[src/sv/slist_pkg.sv]
// shared types and constants for the sorted list block
package slist_pkg;

   localparam int DEPTH   = 16;
   localparam int IDX_W   = $clog2(DEPTH);
   localparam int CNT_W   = $clog2(DEPTH + 1);
   localparam int DATA_W  = 32;
   localparam int MODE_W  = 2;
   localparam int STAT_W  = 2;
   localparam int POS_W   = 4;
   localparam int COUNT_W = 5;

   typedef enum logic [MODE_W-1:0] {
      MODE_INSERT = 2'd0,
      MODE_SEARCH = 2'd1,
      MODE_REMOVE = 2'd2,
      MODE_NONE   = 2'd3
   } mode_type;

   typedef enum logic [STAT_W-1:0] {
      ST_OK        = 2'd0,
      ST_NOT_FOUND = 2'd1,
      ST_EMPTY     = 2'd2,
      ST_FULL      = 2'd3
   } status_type;

   typedef enum logic [1:0] {
      IDX_HOLD,
      IDX_INC,
      IDX_DEC
   } idx_op_type;

   typedef enum logic [1:0] {
      RD_PREV,
      RD_CUR,
      RD_NEXT
   } rd_sel_type;

   typedef struct packed {
      logic       load;
      idx_op_type idx_op;
      logic       rd_en;
      rd_sel_type rd_sel;
      logic       wr_en;
      logic       wr_rdata;
      logic       count_inc;
      logic       count_dec;
      logic       rsp_load;
      status_type rsp_status;
      logic       rsp_pos;
   } cmd_type;

   typedef struct packed {
      mode_type mode;
      logic     idx_zero;
      logic     idx_at_count;
      logic     next_at_end;
      logic     full;
      logic     empty;
      logic     rd_gt;
      logic     rd_eq;
   } stat_type;

endpackage

[src/sv/slist_ram.sv]
// generic single write port ram with registered read
module slist_ram #(
   parameter int WIDTH = 32,
   parameter int DEPTH = 16
) (
   input  logic                     clock,
   input  logic                     wr_en,
   input  logic [$clog2(DEPTH)-1:0] wr_addr,
   input  logic [WIDTH-1:0]         wr_data,
   input  logic                     rd_en,
   input  logic [$clog2(DEPTH)-1:0] rd_addr,
   output logic [WIDTH-1:0]         rd_data
);

   logic [WIDTH-1:0] mem_ff [DEPTH];
   logic [WIDTH-1:0] rd_data_ff;

   always_ff @(posedge clock) begin
      if (wr_en) begin
         mem_ff[wr_addr] <= wr_data;
      end
      if (rd_en) begin
         rd_data_ff <= mem_ff[rd_addr];
      end
   end

   assign rd_data = rd_data_ff;

endmodule

[src/sv/slist_dp.sv]
// datapath: entry memory, index and count registers, result registers
module slist_dp (
   input  logic                            clock,
   input  logic                            reset,
   input  logic [slist_pkg::MODE_W-1:0]    req_mode,
   input  logic signed [slist_pkg::DATA_W-1:0] req_value,
   input  slist_pkg::cmd_type              cmd,
   output slist_pkg::stat_type             stat,
   output logic [slist_pkg::STAT_W-1:0]    rsp_status,
   output logic [slist_pkg::POS_W-1:0]     rsp_position,
   output logic [slist_pkg::COUNT_W-1:0]   rsp_count
);
   import slist_pkg::*;

   mode_type                 mode_ff;
   logic signed [DATA_W-1:0] value_ff;
   logic [CNT_W-1:0]         idx_ff, idx_in;
   logic [CNT_W-1:0]         count_ff, count_in;
   logic [CNT_W:0]           idx_next;
   logic [CNT_W-1:0]         rd_idx;
   logic [DATA_W-1:0]        rd_data;
   logic [DATA_W-1:0]        wr_data;
   logic [STAT_W-1:0]        rsp_status_ff;
   logic [POS_W-1:0]         rsp_position_ff;
   logic [COUNT_W-1:0]       rsp_count_ff;

   assign idx_next = {1'b0, idx_ff} + {{CNT_W{1'b0}}, 1'b1};

   always_comb begin
      unique case (cmd.rd_sel)
         RD_PREV: rd_idx = idx_ff - {{(CNT_W-1){1'b0}}, 1'b1};
         RD_NEXT: rd_idx = idx_next[CNT_W-1:0];
         default: rd_idx = idx_ff;
      endcase
   end

   assign wr_data = cmd.wr_rdata ? rd_data : value_ff;

   slist_ram #(
      .WIDTH(DATA_W),
      .DEPTH(DEPTH)
   ) u_ram (
      .clock  (clock),
      .wr_en  (cmd.wr_en),
      .wr_addr(idx_ff[IDX_W-1:0]),
      .wr_data(wr_data),
      .rd_en  (cmd.rd_en),
      .rd_addr(rd_idx[IDX_W-1:0]),
      .rd_data(rd_data)
   );

   always_comb begin
      if (cmd.load) begin
         idx_in = (mode_type'(req_mode) == MODE_INSERT) ? count_ff : '0;
      end else begin
         unique case (cmd.idx_op)
            IDX_INC: idx_in = idx_next[CNT_W-1:0];
            IDX_DEC: idx_in = idx_ff - {{(CNT_W-1){1'b0}}, 1'b1};
            default: idx_in = idx_ff;
         endcase
      end
   end

   always_comb begin
      priority if (cmd.count_inc) begin
         count_in = count_ff + {{(CNT_W-1){1'b0}}, 1'b1};
      end else if (cmd.count_dec) begin
         count_in = count_ff - {{(CNT_W-1){1'b0}}, 1'b1};
      end else begin
         count_in = count_ff;
      end
   end

   always_ff @(posedge clock) begin
      if (reset) begin
         count_ff <= '0;
      end else begin
         count_ff <= count_in;
      end
   end

   always_ff @(posedge clock) begin
      idx_ff <= idx_in;
      if (cmd.load) begin
         mode_ff  <= mode_type'(req_mode);
         value_ff <= req_value;
      end
      if (cmd.rsp_load) begin
         rsp_status_ff   <= cmd.rsp_status;
         rsp_position_ff <= cmd.rsp_pos ? POS_W'(idx_ff) : '0;
         rsp_count_ff    <= COUNT_W'(count_in);
      end
   end

   assign stat.mode         = mode_ff;
   assign stat.idx_zero     = (idx_ff == '0);
   assign stat.idx_at_count = (idx_ff == count_ff);
   assign stat.next_at_end  = (idx_next >= {1'b0, count_ff});
   assign stat.full         = (count_ff == CNT_W'(DEPTH));
   assign stat.empty        = (count_ff == '0);
   assign stat.rd_gt        = ($signed(rd_data) > value_ff);
   assign stat.rd_eq        = ($signed(rd_data) == value_ff);

   assign rsp_status   = rsp_status_ff;
   assign rsp_position = rsp_position_ff;
   assign rsp_count    = rsp_count_ff;

endmodule

[src/sv/slist_ctrl.sv]
// controller: sequences insert, search and remove over the entry memory
module slist_ctrl (
   input  logic                clock,
   input  logic                reset,
   input  logic                start,
   output logic                busy,
   output logic                rsp_strobe,
   input  slist_pkg::stat_type stat,
   output slist_pkg::cmd_type  cmd
);
   import slist_pkg::*;

   typedef enum logic [2:0] {
      S_IDLE,
      S_DECODE,
      S_INS_RD,
      S_INS_CMP,
      S_FIND_RD,
      S_FIND_CMP,
      S_SHIFT_RD,
      S_SHIFT_WR
   } state_type;

   state_type state_ff, state_in;
   logic      rsp_strobe_ff;

   always_comb begin
      cmd        = '0;
      cmd.idx_op = IDX_HOLD;
      cmd.rd_sel = RD_CUR;
      cmd.rsp_status = ST_OK;
      state_in   = state_ff;
      unique case (state_ff)
         S_IDLE: begin
            if (start) begin
               cmd.load = 1'b1;
               state_in = S_DECODE;
            end
         end
         S_DECODE: begin
            unique case (stat.mode)
               MODE_INSERT: begin
                  if (stat.full) begin
                     cmd.rsp_load   = 1'b1;
                     cmd.rsp_status = ST_FULL;
                     state_in       = S_IDLE;
                  end else begin
                     state_in = S_INS_RD;
                  end
               end
               MODE_SEARCH, MODE_REMOVE: begin
                  if (stat.empty) begin
                     cmd.rsp_load   = 1'b1;
                     cmd.rsp_status = ST_EMPTY;
                     state_in       = S_IDLE;
                  end else begin
                     state_in = S_FIND_RD;
                  end
               end
               default: begin
                  cmd.rsp_load = 1'b1;
                  state_in     = S_IDLE;
               end
            endcase
         end
         S_INS_RD: begin
            if (stat.idx_zero) begin
               cmd.wr_en     = 1'b1;
               cmd.count_inc = 1'b1;
               cmd.rsp_load  = 1'b1;
               cmd.rsp_pos   = 1'b1;
               state_in      = S_IDLE;
            end else begin
               cmd.rd_en  = 1'b1;
               cmd.rd_sel = RD_PREV;
               state_in   = S_INS_CMP;
            end
         end
         S_INS_CMP: begin
            // walk down from the tail, moving larger entries up one slot
            cmd.wr_en = 1'b1;
            if (stat.rd_gt) begin
               cmd.wr_rdata = 1'b1;
               cmd.idx_op   = IDX_DEC;
               state_in     = S_INS_RD;
            end else begin
               cmd.count_inc = 1'b1;
               cmd.rsp_load  = 1'b1;
               cmd.rsp_pos   = 1'b1;
               state_in      = S_IDLE;
            end
         end
         S_FIND_RD: begin
            if (stat.idx_at_count) begin
               cmd.rsp_load   = 1'b1;
               cmd.rsp_status = ST_NOT_FOUND;
               state_in       = S_IDLE;
            end else begin
               cmd.rd_en  = 1'b1;
               cmd.rd_sel = RD_CUR;
               state_in   = S_FIND_CMP;
            end
         end
         S_FIND_CMP: begin
            if (stat.rd_eq) begin
               if (stat.mode == MODE_SEARCH) begin
                  cmd.rsp_load = 1'b1;
                  cmd.rsp_pos  = 1'b1;
                  state_in     = S_IDLE;
               end else begin
                  state_in = S_SHIFT_RD;
               end
            end else begin
               cmd.idx_op = IDX_INC;
               state_in   = S_FIND_RD;
            end
         end
         S_SHIFT_RD: begin
            if (stat.next_at_end) begin
               cmd.count_dec = 1'b1;
               cmd.rsp_load  = 1'b1;
               state_in      = S_IDLE;
            end else begin
               cmd.rd_en  = 1'b1;
               cmd.rd_sel = RD_NEXT;
               state_in   = S_SHIFT_WR;
            end
         end
         S_SHIFT_WR: begin
            // close the gap left by the removed entry
            cmd.wr_en    = 1'b1;
            cmd.wr_rdata = 1'b1;
            cmd.idx_op   = IDX_INC;
            state_in     = S_SHIFT_RD;
         end
         default: begin
            state_in = S_IDLE;
         end
      endcase
   end

   always_ff @(posedge clock) begin
      if (reset) begin
         state_ff      <= S_IDLE;
         rsp_strobe_ff <= 1'b0;
      end else begin
         state_ff      <= state_in;
         rsp_strobe_ff <= cmd.rsp_load;
      end
   end

   assign busy       = (state_ff != S_IDLE);
   assign rsp_strobe = rsp_strobe_ff;

endmodule

[src/sv/sorted_list_insert_search_remove.sv]
// top level of the bounded ascending sorted list
//
//   channel   ports                                  transfer when
//   request   start, busy, req_mode, req_value      start high and busy low
//   result    rsp_strobe, rsp_status, rsp_position,  rsp_strobe high
//             rsp_count
//
// one operation at a time over an entry memory with one write port and one read port;
// each entry is read, then compared, written or both.
// a full list on insert, an empty list on search or remove, and the unused mode end in decode.
// the result strobe is registered from the last step and comes in the cycle after it; busy is already low then.
// synchronous reset empties the list; the memory needs no clearing pass.
module sorted_list_insert_search_remove (
   input  logic                                clock,
   input  logic                                reset,
   input  logic                                start,
   output logic                                busy,
   input  logic [slist_pkg::MODE_W-1:0]        req_mode,
   input  logic signed [slist_pkg::DATA_W-1:0] req_value,
   output logic                                rsp_strobe,
   output logic [slist_pkg::STAT_W-1:0]        rsp_status,
   output logic [slist_pkg::POS_W-1:0]         rsp_position,
   output logic [slist_pkg::COUNT_W-1:0]       rsp_count
);
   import slist_pkg::*;

   cmd_type  cmd;
   stat_type stat;

   slist_ctrl u_ctrl (
      .clock     (clock),
      .reset     (reset),
      .start     (start),
      .busy      (busy),
      .rsp_strobe(rsp_strobe),
      .stat      (stat),
      .cmd       (cmd)
   );

   slist_dp u_dp (
      .clock       (clock),
      .reset       (reset),
      .req_mode    (req_mode),
      .req_value   (req_value),
      .cmd         (cmd),
      .stat        (stat),
      .rsp_status  (rsp_status),
      .rsp_position(rsp_position),
      .rsp_count   (rsp_count)
   );

endmodule
[config.mk]
export PLATFORM = sky130hd
export DESIGN_NAME = sorted_list_insert_search_remove
export DESIGN_NICKNAME = d
export VERILOG_FILES = /design/src/sv/slist_pkg.sv /design/src/sv/slist_ram.sv /design/src/sv/slist_dp.sv /design/src/sv/slist_ctrl.sv /design/src/sv/sorted_list_insert_search_remove.sv
export SDC_FILE = /design/constraint.sdc
export NUM_CORES = 1
export LEC_CHECK = 0
export ABC_CLOCK_PERIOD_IN_PS = 6090
export BUFFER_PORTS_ARGS = -buffer_cell sky130_fd_sc_hd__buf_4
export CORE_ASPECT_RATIO = 1.5
export CORE_MARGIN = 2
export CORE_UTILIZATION = 50
export CTS_BUF_LIST = sky130_fd_sc_hd__clkbuf_4
export DETAILED_ROUTE_END_ITERATION = 8
export GPL_ROUTABILITY_DRIVEN = 0
export HOLD_SLACK_MARGIN = 0.06
export PLACE_DENSITY = 0.66
export SYNTH_ARGS = -nofsm -noshare
export SYNTH_HDL_FRONTEND = slang
export SYNTH_SLANG_ARGS = --single-unit
[constraint.sdc]
create_clock -name clock -period 6.09 [get_ports clock]
set_input_delay 0.3045 -clock clock [delete_from_list [all_inputs] [get_ports clock]]
set_output_delay 0.3045 -clock clock [all_outputs]
set_load 0.05 [all_outputs]
==> flow_summary.yaml, run 1 <==
status:
  status: "complete, no violations"
sta:
  hold_ws_ps: 124
  finalHoldViolations: 0
  fmax_mhz: 206
  setup_tns_ps: 0
  fin_crit_ps: 4860
  setup_slack_ps: 1230
  setup_viol: 0
  slew_violations: 0
  fin_crit_sh: 0.799
  relSlewSlack: 0.264
  worst_pin_slew_ps: 1100
  fin_skew_ps: 53.4
  rsz0062_at_grt: "no"
drt:
  viasPerCell: 5.77
  drt_iter0_drc: 1274
  wl_per_cell_microns: 23.7
  vias: 14800
  firstDrtPassIters: 5
  wirelength_microns: 60700
  drcViolationCount: 0
  drtAntennaViolNets: 0
power:
  p_total_mw: 8.65
  p_int_mw: 6.65
  pwr-share-seq: 0.535
  netSwitchingPower_mw: 2.00
  comb_power_share: 0.076
  p_leak_nw: 9.67
  p_per_area_nw_per_um2: 309
  peakVddDrop_uv: 173
  clkPwrFrac: 0.390
  switching_share: 0.231
synth:
  synth_nets: 1704
  synth_xor_area_frac: 0.00720
  synth_top_family_by_area: "compound AO/OA/AOI/OAI gates"
  syn_inst: 1620
  synthMuxAreaShare: 0.0475
  avgSynthCellArea_sq_um: 15.1
  synth-simple-area-share: 0.0684
  synthAdderAreaFrac: 0.0240
  synthFlopType: "edfxtp_1"
  synth_compound_area_frac: 0.0938
  synth_cell_type_count: 62
  ys_seq_area_frac: 0.735
  synth_edf_count: 594
  ys_warn_count: 0
  synth-async-reset-ratio: 0
  syn-cell-area_sq_um: 24500
  ys_ff_latch: 603
clock_network:
  numClockSinks: 603
  cts.clk_slew.worst_paths_ps: 70
  cts_tree: "done"
  clock_latency_ps: 900
  cts_max_level: 4
  root_buffer: "clkbuf_4"
  cts_buffers: 143
  clockBufferDepth: 3
die:
  start_util: 0.505
  core_area_sq_um: 48600
  die-width_microns: 185
  dieArea_sq_um: 50800
  rows: 99
  boundaryPins: 50
  die_height_microns: 275
setup_path:
  r2r_cells: 12
  end_kind: "flop"
  crit_path_max_fanout: 36
  crit-reg2reg-launch: "u_dp.idx_ff[0]"
  regToRegEndpoint: "u_dp.u_ram.rd_data[14]"
  crit_arrival_ps: 5570
  critPathLaunchType: "flop"
  worst-r2r-setup-slack_ps: 1230
  critPathKind: "flop to flop"
  required_ps: 6800
layout:
  fillers: 3891
  synthToLayoutAreaGrowth_pct: 14.4
  drive_gt1_frac: 0.214
  nets: 1884
  final_cell_mix: "edfxtp_1 (594), nand2_1 (249), clkbuf_4 (200), a21oi_1 (113), a22o_1 (96)"
  layout_commonest_cell: "edfxtp_1"
hold_path:
  hold_path_class: "input port to flop"
  hold_end: "u_dp.value_ff[7]"
  hold_start: "req_value[7]"
  hold_depth: 2
placed_design:
  place_ws_ps: 1220
  hpwl_microns: 32400
  io_buffer_count: 49
global_routing:
  grt_max_degree: 81
  grt.total_usage: 0.245
  grt_pass1_wl_microns: 90400
  antenna_found_initial: 2
  grt_pass1_vias: 15200
  grt_remaining_overflow: 0
run:
  cap_viol_max_count: 0
## state kept, by name, summed over array words and instances, names as in the netlist, 3 cells and up
| name | flops |
|---|---|
| u_dp.u_ram.mem_ff | 512 |
| u_dp.u_ram.rd_data | 32 |
| u_dp.value_ff | 32 |
| u_dp.count_ff | 5 |
| u_dp.idx_ff | 5 |
| u_dp.rsp_count | 5 |
| u_dp.rsp_position | 4 |
| u_ctrl.state_ff | 3 |
## Yosys cell counts (all sizes together) (3+ instances only)
cell type	number	area (sq um)
edfxtp	594	17800
nand2	249	935
o21ai	116	584
a21oi	114	574
a22o	96	841
nor2	51	201
ha	47	588
inv	46	173
buf	45	253
clkbuf	41	154
nand4	37	231
mux2	35	394
mux4	32	721
nand3	16	80.1
xnor2	14	141
dfxtp	9	180
nor3	6	30.0
and2	5	31.3
and3	5	36.3
mux2i	5	50.1
nand2b	5	31.3
nor2b	5	31.3
a21o	4	30.0
xor2	4	35.0
a311oi	3	32.5
nand3b	3	22.5
o211ai	3	22.5
o21a	3	22.5
## layout make-up
| cell class | count | area, sq um | share of cell area |
|---|---|---|---|
| antenna | 2 | 5.00 | 0.000179 |
| clock inverter | 52 | 395 | 0.0141 |
| inverter | 46 | 173 | 0.00616 |
| tap | 656 | 821 | 0.0293 |
| sequential | 603 | 18000 | 0.643 |
| timing repair buffer | 121 | 1020 | 0.0364 |
| clock buffer | 200 | 1500 | 0.0536 |
| multi-input combinational | 885 | 6080 | 0.217 |
## critical path, stage by stage, from the launching register on
cell       delay, ps
edfxtp_1         590
inv_1            250
ha_1             430
ha_1             350
a2111oi_4        340
o21ai_2          190
and2_1           360
o32a_2           470
nor2_4           670
buf_4            570
a22o_1           190
o21ai_0          100
nand4_1          140
## how the worst max path moves through the flow
| stage | endpoint | start | slack (ps) |
|---|---|---|---|
| floorplan | u_dp.u_ram.rd_data[0] | u_dp.idx_ff[0] | 1300 |
| global placement | u_dp.u_ram.rd_data[14] | u_dp.idx_ff[0] | 1330 |
| detailed placement | u_dp.u_ram.rd_data[15] | u_dp.idx_ff[0] | 1220 |
| CTS | u_dp.u_ram.rd_data[14] | u_dp.idx_ff[0] | 1180 |
| global route | u_dp.u_ram.rd_data[19] | u_dp.idx_ff[0] | 920 |
| finish | u_dp.u_ram.rd_data[14] | u_dp.idx_ff[0] | 1230 |
## metal layers
layer / routed length, microns / vias to the layer above / global-route usage
met5: 0 / - / 0
met4: 1950 / 0 / 0.103
met3: 3870 / 143 / 0.0474
met2: 32300 / 637 / 0.439
met1: 22600 / 7360 / 0.288
li1: - / 6667 / -
## cells by family after synthesis
kind of cell / Yosys count
DFF: 603
and+or+nand+nor: 389
AOI/OAI and AO/OA: 359
buffers and inverters: 132
muxes: 72
adders and majority gates: 47
xor gates and xnor gates: 18
## stage by stage
stage,instances,area (sq um),util
final,2565,28000,0.577
after global routing,2565,28000,0.577
after CTS,2563,28000,0.577
after detailed placement,2276,25800,0.531
after global placement,2276,25800,0.531
after floorplan,1620,24500,-
## power by group through the flow
stage          sequential (mW)  clock [mW]  combinational [mW]
5_1_grt                   4.63        3.65               0.715
3_5_place_dp              4.72           0               0.636
4_1_cts                   4.63        3.46               0.657
3_3_place_gp              4.72           0               0.622
6_report                  4.63        3.37               0.656
2_1_floorplan             4.71           0               0.429
## repair_timing
| action | CTS | global route |
|---|---|---|
| endpoints found under the hold margin | 48 | 0 |
| buffers inserted | 0 | 0 |
| gates resized for setup | 0 | 0 |
| hold buffers | 35 | 0 |
(Power assumes the default switching activity.)
==> run 2, diff against run 1 <==
Settings changed: ABC_CLOCK_PERIOD_IN_PS 6090 to 4800.
Clock period 6.09 ns to 4.8 ns, I/O delays scaled along.
==> run 2 against run 1 <==
Compared with the run above: setup slack got worse by 1000 ps; non-clock buffer count increased by 19; utilization increased by 0.38 points; wire length decreased by 1.2%; via count increased by 0.22%; critical path depth decreased by 1; clock power increased by 26%; flip-flop and latch count unchanged; maximum frequency increased by 6.1%; final area increased by 0.67%; clock skew increased by 13 ps; die area unchanged; critical endpoint is now u_dp.rsp_status[1]; largest power group unchanged.
==> flow_summary.yaml, run 2 (synthesis gave the netlist of run 1 again) <==
power:
  p_per_area_nw_per_um2: 389
  p_total_mw: 11.0
  peakVddDrop_uv: 190
  p_leak_nw: 9.75
clock_network:
  cts_tree: "done"
  post-cts-setup-buffer-count: 0
  root_buffer: "clkbuf_4"
  ctsHoldBuffers: 40
  cts_max_level: 4
  cts_buffers: 139
  numClockSinks: 603
  clockBufferDepth: 3
  clock_latency_ps: 860
  cts_resized: 0
  cts.clk_slew.worst_paths_ps: 70
global_routing:
  grt_pass1_wl_microns: 88900
  grt.total_usage: 0.240
  grt_pass1_vias: 15100
  antenna_found_initial: 2
  grt_remaining_overflow: 0
  grt_max_degree: 97
die:
  dieArea_sq_um: 50800
  core_area_sq_um: 48600
  boundaryPins: 50
  die_height_microns: 275
  die-width_microns: 185
  start_util: 0.505
  rows: 99
placed_design:
  io_buffer_count: 49
  hpwl_microns: 32200
  place_ws_ps: 220
layout:
  largest_reg_flops: 512
  drive_gt1_frac: 0.221
  layout_commonest_cell: "edfxtp_1"
  synthToLayoutAreaGrowth_pct: 15.1
  nets: 1899
  top_register: "u_dp.u_ram.mem_ff"
  final_cell_mix: "edfxtp_1 (594), nand2_1 (249), clkbuf_4 (199), a21oi_1 (113), a22o_1 (96)"
sta:
  fin_crit_ps: 4580
  fin_crit_sh: 0.955
  fin_skew_ps: 66.2
  worst_pin_slew_ps: 1080
  slew_violations: 0
  setup_tns_ps: 0
  fmax_mhz: 218
  rsz0062_at_grt: "no"
  setup_viol: 0
  relSlewSlack: 0.279
  finalHoldViolations: 0
  setup_slack_ps: 218
hold_path:
  hold_path_class: "input port to flop"
drt:
  wl_per_cell_microns: 23.4
  drcViolationCount: 0
  vias: 14800
  firstDrtPassIters: 5
  wirelength_microns: 60000
  drt_iter0_drc: 1233
  viasPerCell: 5.79
  drtAntennaViolNets: 0
setup_path:
  critical_path.cell_chain: "ha_1 -> nand3_1 -> nor4_1 -> nand4_1 -> a31oi_1 -> o21ai_0 -> a21oi_2 -> o21ai_1 -> nor2_1 -> buf_4 -> nand2_1"
  critPathLaunchType: "flop"
  crit_family: "simple AND/OR/NAND/NOR gates"
  critPathKind: "flop to flop"
  critical-path-max-stage-delay_ps: 770
  end_kind: "flop"
  crit_arrival_ps: 5050
  crit_path_top_delay_cell: "nor4_1"
  crit_path_max_fanout: 11
  path_buf_inv: 1
  required_ps: 5270
status:
  status: "complete, no violations"
run:
  cap_viol_max_count: 0
run 2: layout make-up:
type                    count  area, sq um
fillers                  3901        20400
well taps                 656          821
multi-input cells         885         6080
clock inverters            34          359
diodes                      2         5.00
flip-flops and latches    603        18000
repair buffers            140         1250
inverters                  46          173
clock buffers             199         1490
run 2: final timing paths:
kind / endpoint / from / cells after the start / slack, ps
min: u_dp.value_ff[11] / req_value[11] / 2 / 120
min reg2reg: u_dp.u_ram.rd_data[2] / u_dp.u_ram.mem_ff[5][2] / 3 / 610
max reg2reg: u_dp.rsp_status[1] / u_dp.u_ram.rd_data[31] / 11 / 220
max: u_dp.rsp_status[1] / u_dp.u_ram.rd_data[31] / 11 / 220
run 2: worst reg2reg max path: stages, from the launching register on:
cell and delay [ps]:
edfxtp_1 420, ha_1 370, nand3_1 190, nor4_1 770
nand4_1 460, a31oi_1 510, o21ai_0 290, a21oi_2 400
o21ai_1 260, nor2_1 150, buf_4 150, nand2_1 270
run 2: routing by layer:
metal | part of all wire | vias up | global-route usage
met5 | 0 | - | 0
li1 | - | 6662 | -
met2 | 0.53 | 561 | 0.428
met1 | 0.39 | 7482 | 0.288
met4 | 0.032 | 0 | 0.102
met3 | 0.055 | 135 | 0.0409
run 2: power by group:
group | total, mW | internal [mW] | switching (mW) | leakage (nW)
sequential | 5.87 | 5.83 | 0.0323 | 5.44
clock | 4.25 | 2.33 | 1.92 | 1.08
combinational | 0.847 | 0.313 | 0.534 | 3.23
run 2: through the flow:
| step | std cells | hold slack, ps | utilization | cell area, sq um |
|---|---|---|---|---|
| floorplan | 1620 | 339 | - | 24500 |
| global placement | 2290 | 418 | 0.534 | 25900 |
| detailed placement | 2290 | 419 | 0.534 | 25900 |
| CTS | 2563 | 60.9 | 0.581 | 28200 |
| global route | 2565 | 56.8 | 0.581 | 28200 |
| finish | 2565 | 125 | 0.581 | 28200 |
==> run 3, diff against run 2 <==
Settings changed: ABC_CLOCK_PERIOD_IN_PS 4800 to 3900, PLACE_DENSITY 0.66 to 0.68.
Clock period 4.8 ns to 3.9 ns, I/O delays scaled along.
==> run 3 against run 2 <==
Compared with the run above: utilization up 1.5 points; clock-buffer cell count down 5; via count up 3.8%; critical endpoint is now u_dp.u_ram.rd_data[14]; largest cell class unchanged; highest routed layer unchanged.
==> flow_summary.yaml, run 3 (synthesis gave the netlist of run 1 again) <==
layout:
  drive_gt1_frac: 0.231
  layout_commonest_cell: "edfxtp_1"
  fin_area_sq_um: 28900
  nets: 1961
  multi_input_area_sq_um: 6160
  top_register: "u_dp.u_ram.mem_ff"
  utilization: 0.596
  synthToLayoutAreaGrowth_pct: 18.1
  fillers: 3805
  final_cell_mix: "edfxtp_1 (594), nand2_1 (248), clkbuf_4 (194), a21oi_1 (113), buf_4 (103)"
  ff_latch_area_sq_um: 18000
  largest_reg_flops: 512
hold_path:
  hold_path_class: "input port to flop"
sta:
  hold_ws_ps: 113
  rsz0062_at_grt: "yes"
  setup_tns_ps: 0
  finalHoldViolations: 0
  setup_viol: 0
  fmax_mhz: 265
  relSlewSlack: 0.488
  fin_skew_ps: 79.6
  fin_crit_ps: 3770
  slew_violations: 0
  fin_crit_sh: 0.967
  worst_pin_slew_ps: 768
setup_path:
  critPathKind: "flop to flop"
  crit_path_top_delay_cell: "edfxtp_1"
  crit_arrival_ps: 4320
  path_buf_inv: 5
  critical_path.cell_chain: "inv_1 -> ha_1 -> ha_1 -> a2111oi_4 -> o21ai_2 -> buf_4 -> and2_2 -> buf_4 -> o32ai_4 -> buf_6 -> buf_12 -> mux4_2 -> nand2_1 -> nand4_1"
  crit_path_max_fanout: 17
  critical-path-max-stage-delay_ps: 440
  required_ps: 4450
  critPathLaunchType: "flop"
  crit_family: "buffers and inverters"
  end_kind: "flop"
drt:
  vias: 15400
  viasPerCell: 5.84
  wl_per_cell_microns: 24.2
  drcViolationCount: 0
  wirelength_microns: 63800
  drtAntennaViolNets: 0
  drt_iter0_drc: 1826
  firstDrtPassIters: 7
power:
  pwr-share-seq: 0.540
  comb_power_share: 0.088
  clkPwrFrac: 0.372
  p_leak_nw: 10.1
  p_per_area_nw_per_um2: 462
  netSwitchingPower_mw: 3.20
  switching_share: 0.239
  p_int_mw: 10.2
  peakVddDrop_uv: 234
clock_network:
  cts_tree: "done"
  numClockSinks: 603
  cts_max_level: 4
  clock_latency_ps: 880
  root_buffer: "clkbuf_4"
  clockBufferDepth: 3
  cts_buffers: 140
  cts.clk_slew.worst_paths_ps: 70
die:
  rows: 99
  start_util: 0.505
  core_area_sq_um: 48600
  die_height_microns: 275
  dieArea_sq_um: 50800
  die-width_microns: 185
  boundaryPins: 50
global_routing:
  antenna_found_initial: 1
  grt_remaining_overflow: 0
  grt_pass1_wl_microns: 91500
  grt.total_usage: 0.248
  grt_pass1_vias: 15500
  grt_max_degree: 65
run:
  cap_viol_max_count: 0
placed_design:
  hpwl_microns: 32700
  dpl-instance-area_sq_um: 26300
  io_buffer_count: 49
status:
  status: "complete, no violations"
## run 3: cell types whose count changed in the layout (fill, tap and decap cells not counted), sizes merged
cell and change:
bufinv -5, dlygate4sd3 +24, inv +3, clkinv +22, nor2 +2, diode -1
clkinvlp -3, clkbuf -2, buf +32
## run 3: path summary, 6_finish.rpt
kind,startpoint,end,slack (ps),cells after the start
max,u_dp.idx_ff[0],u_dp.u_ram.rd_data[14],130,14
max reg2reg,u_dp.idx_ff[0],u_dp.u_ram.rd_data[14],130,14
min reg2reg,u_dp.u_ram.mem_ff[5][28],u_dp.u_ram.rd_data[28],630,3
min,req_value[17],u_dp.value_ff[17],110,2
## run 3: layer usage
layer  part of all wire  GRT usage  vias up  wire (microns)
li1                   -          -     6815               -
met1               0.37      0.307     7661           23900
met5                  0          0        -               0
met2               0.51      0.430      776           32700
met3              0.080     0.0426      152            5120
met4              0.034      0.109        0            2150
## run 3: final cells by class
type                            instances  share of cell area
Inverter                               46             0.00597
Sequential cell                       603               0.622
Multi-Input combinational cell        887               0.213
Tap cell                              656              0.0284
Antenna cell                            1           0.0000865
Clock inverter                         51              0.0108
Clock buffer                          194              0.0503
Timing Repair Buffer                  199              0.0693
## run 3: worst reg2reg max path: cells and delay by family, from the launching register on
| kind | cells | cell delay [ps] |
|---|---|---|
| AOI/OAI and AO/OA | 3 | 780 |
| DFF | 1 | 440 |
| adders and majority gates | 2 | 680 |
| buffers and inverters | 5 | 820 |
| muxes | 1 | 320 |
| and+or+nand+nor | 3 | 440 |
## run 3: timing repair
item,4_1_cts,5_1_grt
hold buffers,64,0
cloned,0,6
endpoints found under the hold margin,56,0
endpoints found under the setup margin,528,561
gates resized for setup,1,19
setup buffers,0,11
pin swaps,1,6
## run 3: power groups by stage
| stage | Clock [mW] | Combinational (mW) | Sequential (mW) |
|---|---|---|---|
| final | 4.96 | 1.18 | 7.21 |
| after floorplan | 0 | 0.671 | 7.36 |
| after global placement | 0 | 1.04 | 7.35 |
| after CTS | 5.05 | 1.11 | 7.21 |
| after global routing | 5.39 | 1.27 | 7.21 |
| after detailed placement | 0 | 1.06 | 7.35 |
## run 3: stage by stage
stage,std cells,setup slack (ps),power [mW]
after floorplan,1620,118,8.03
after global placement,2310,-67.5,8.39
after detailed placement,2310,-126,8.41
after CTS,2619,3.90,13.4
after global routing,2637,-39.6,13.9
final,2637,127,13.4
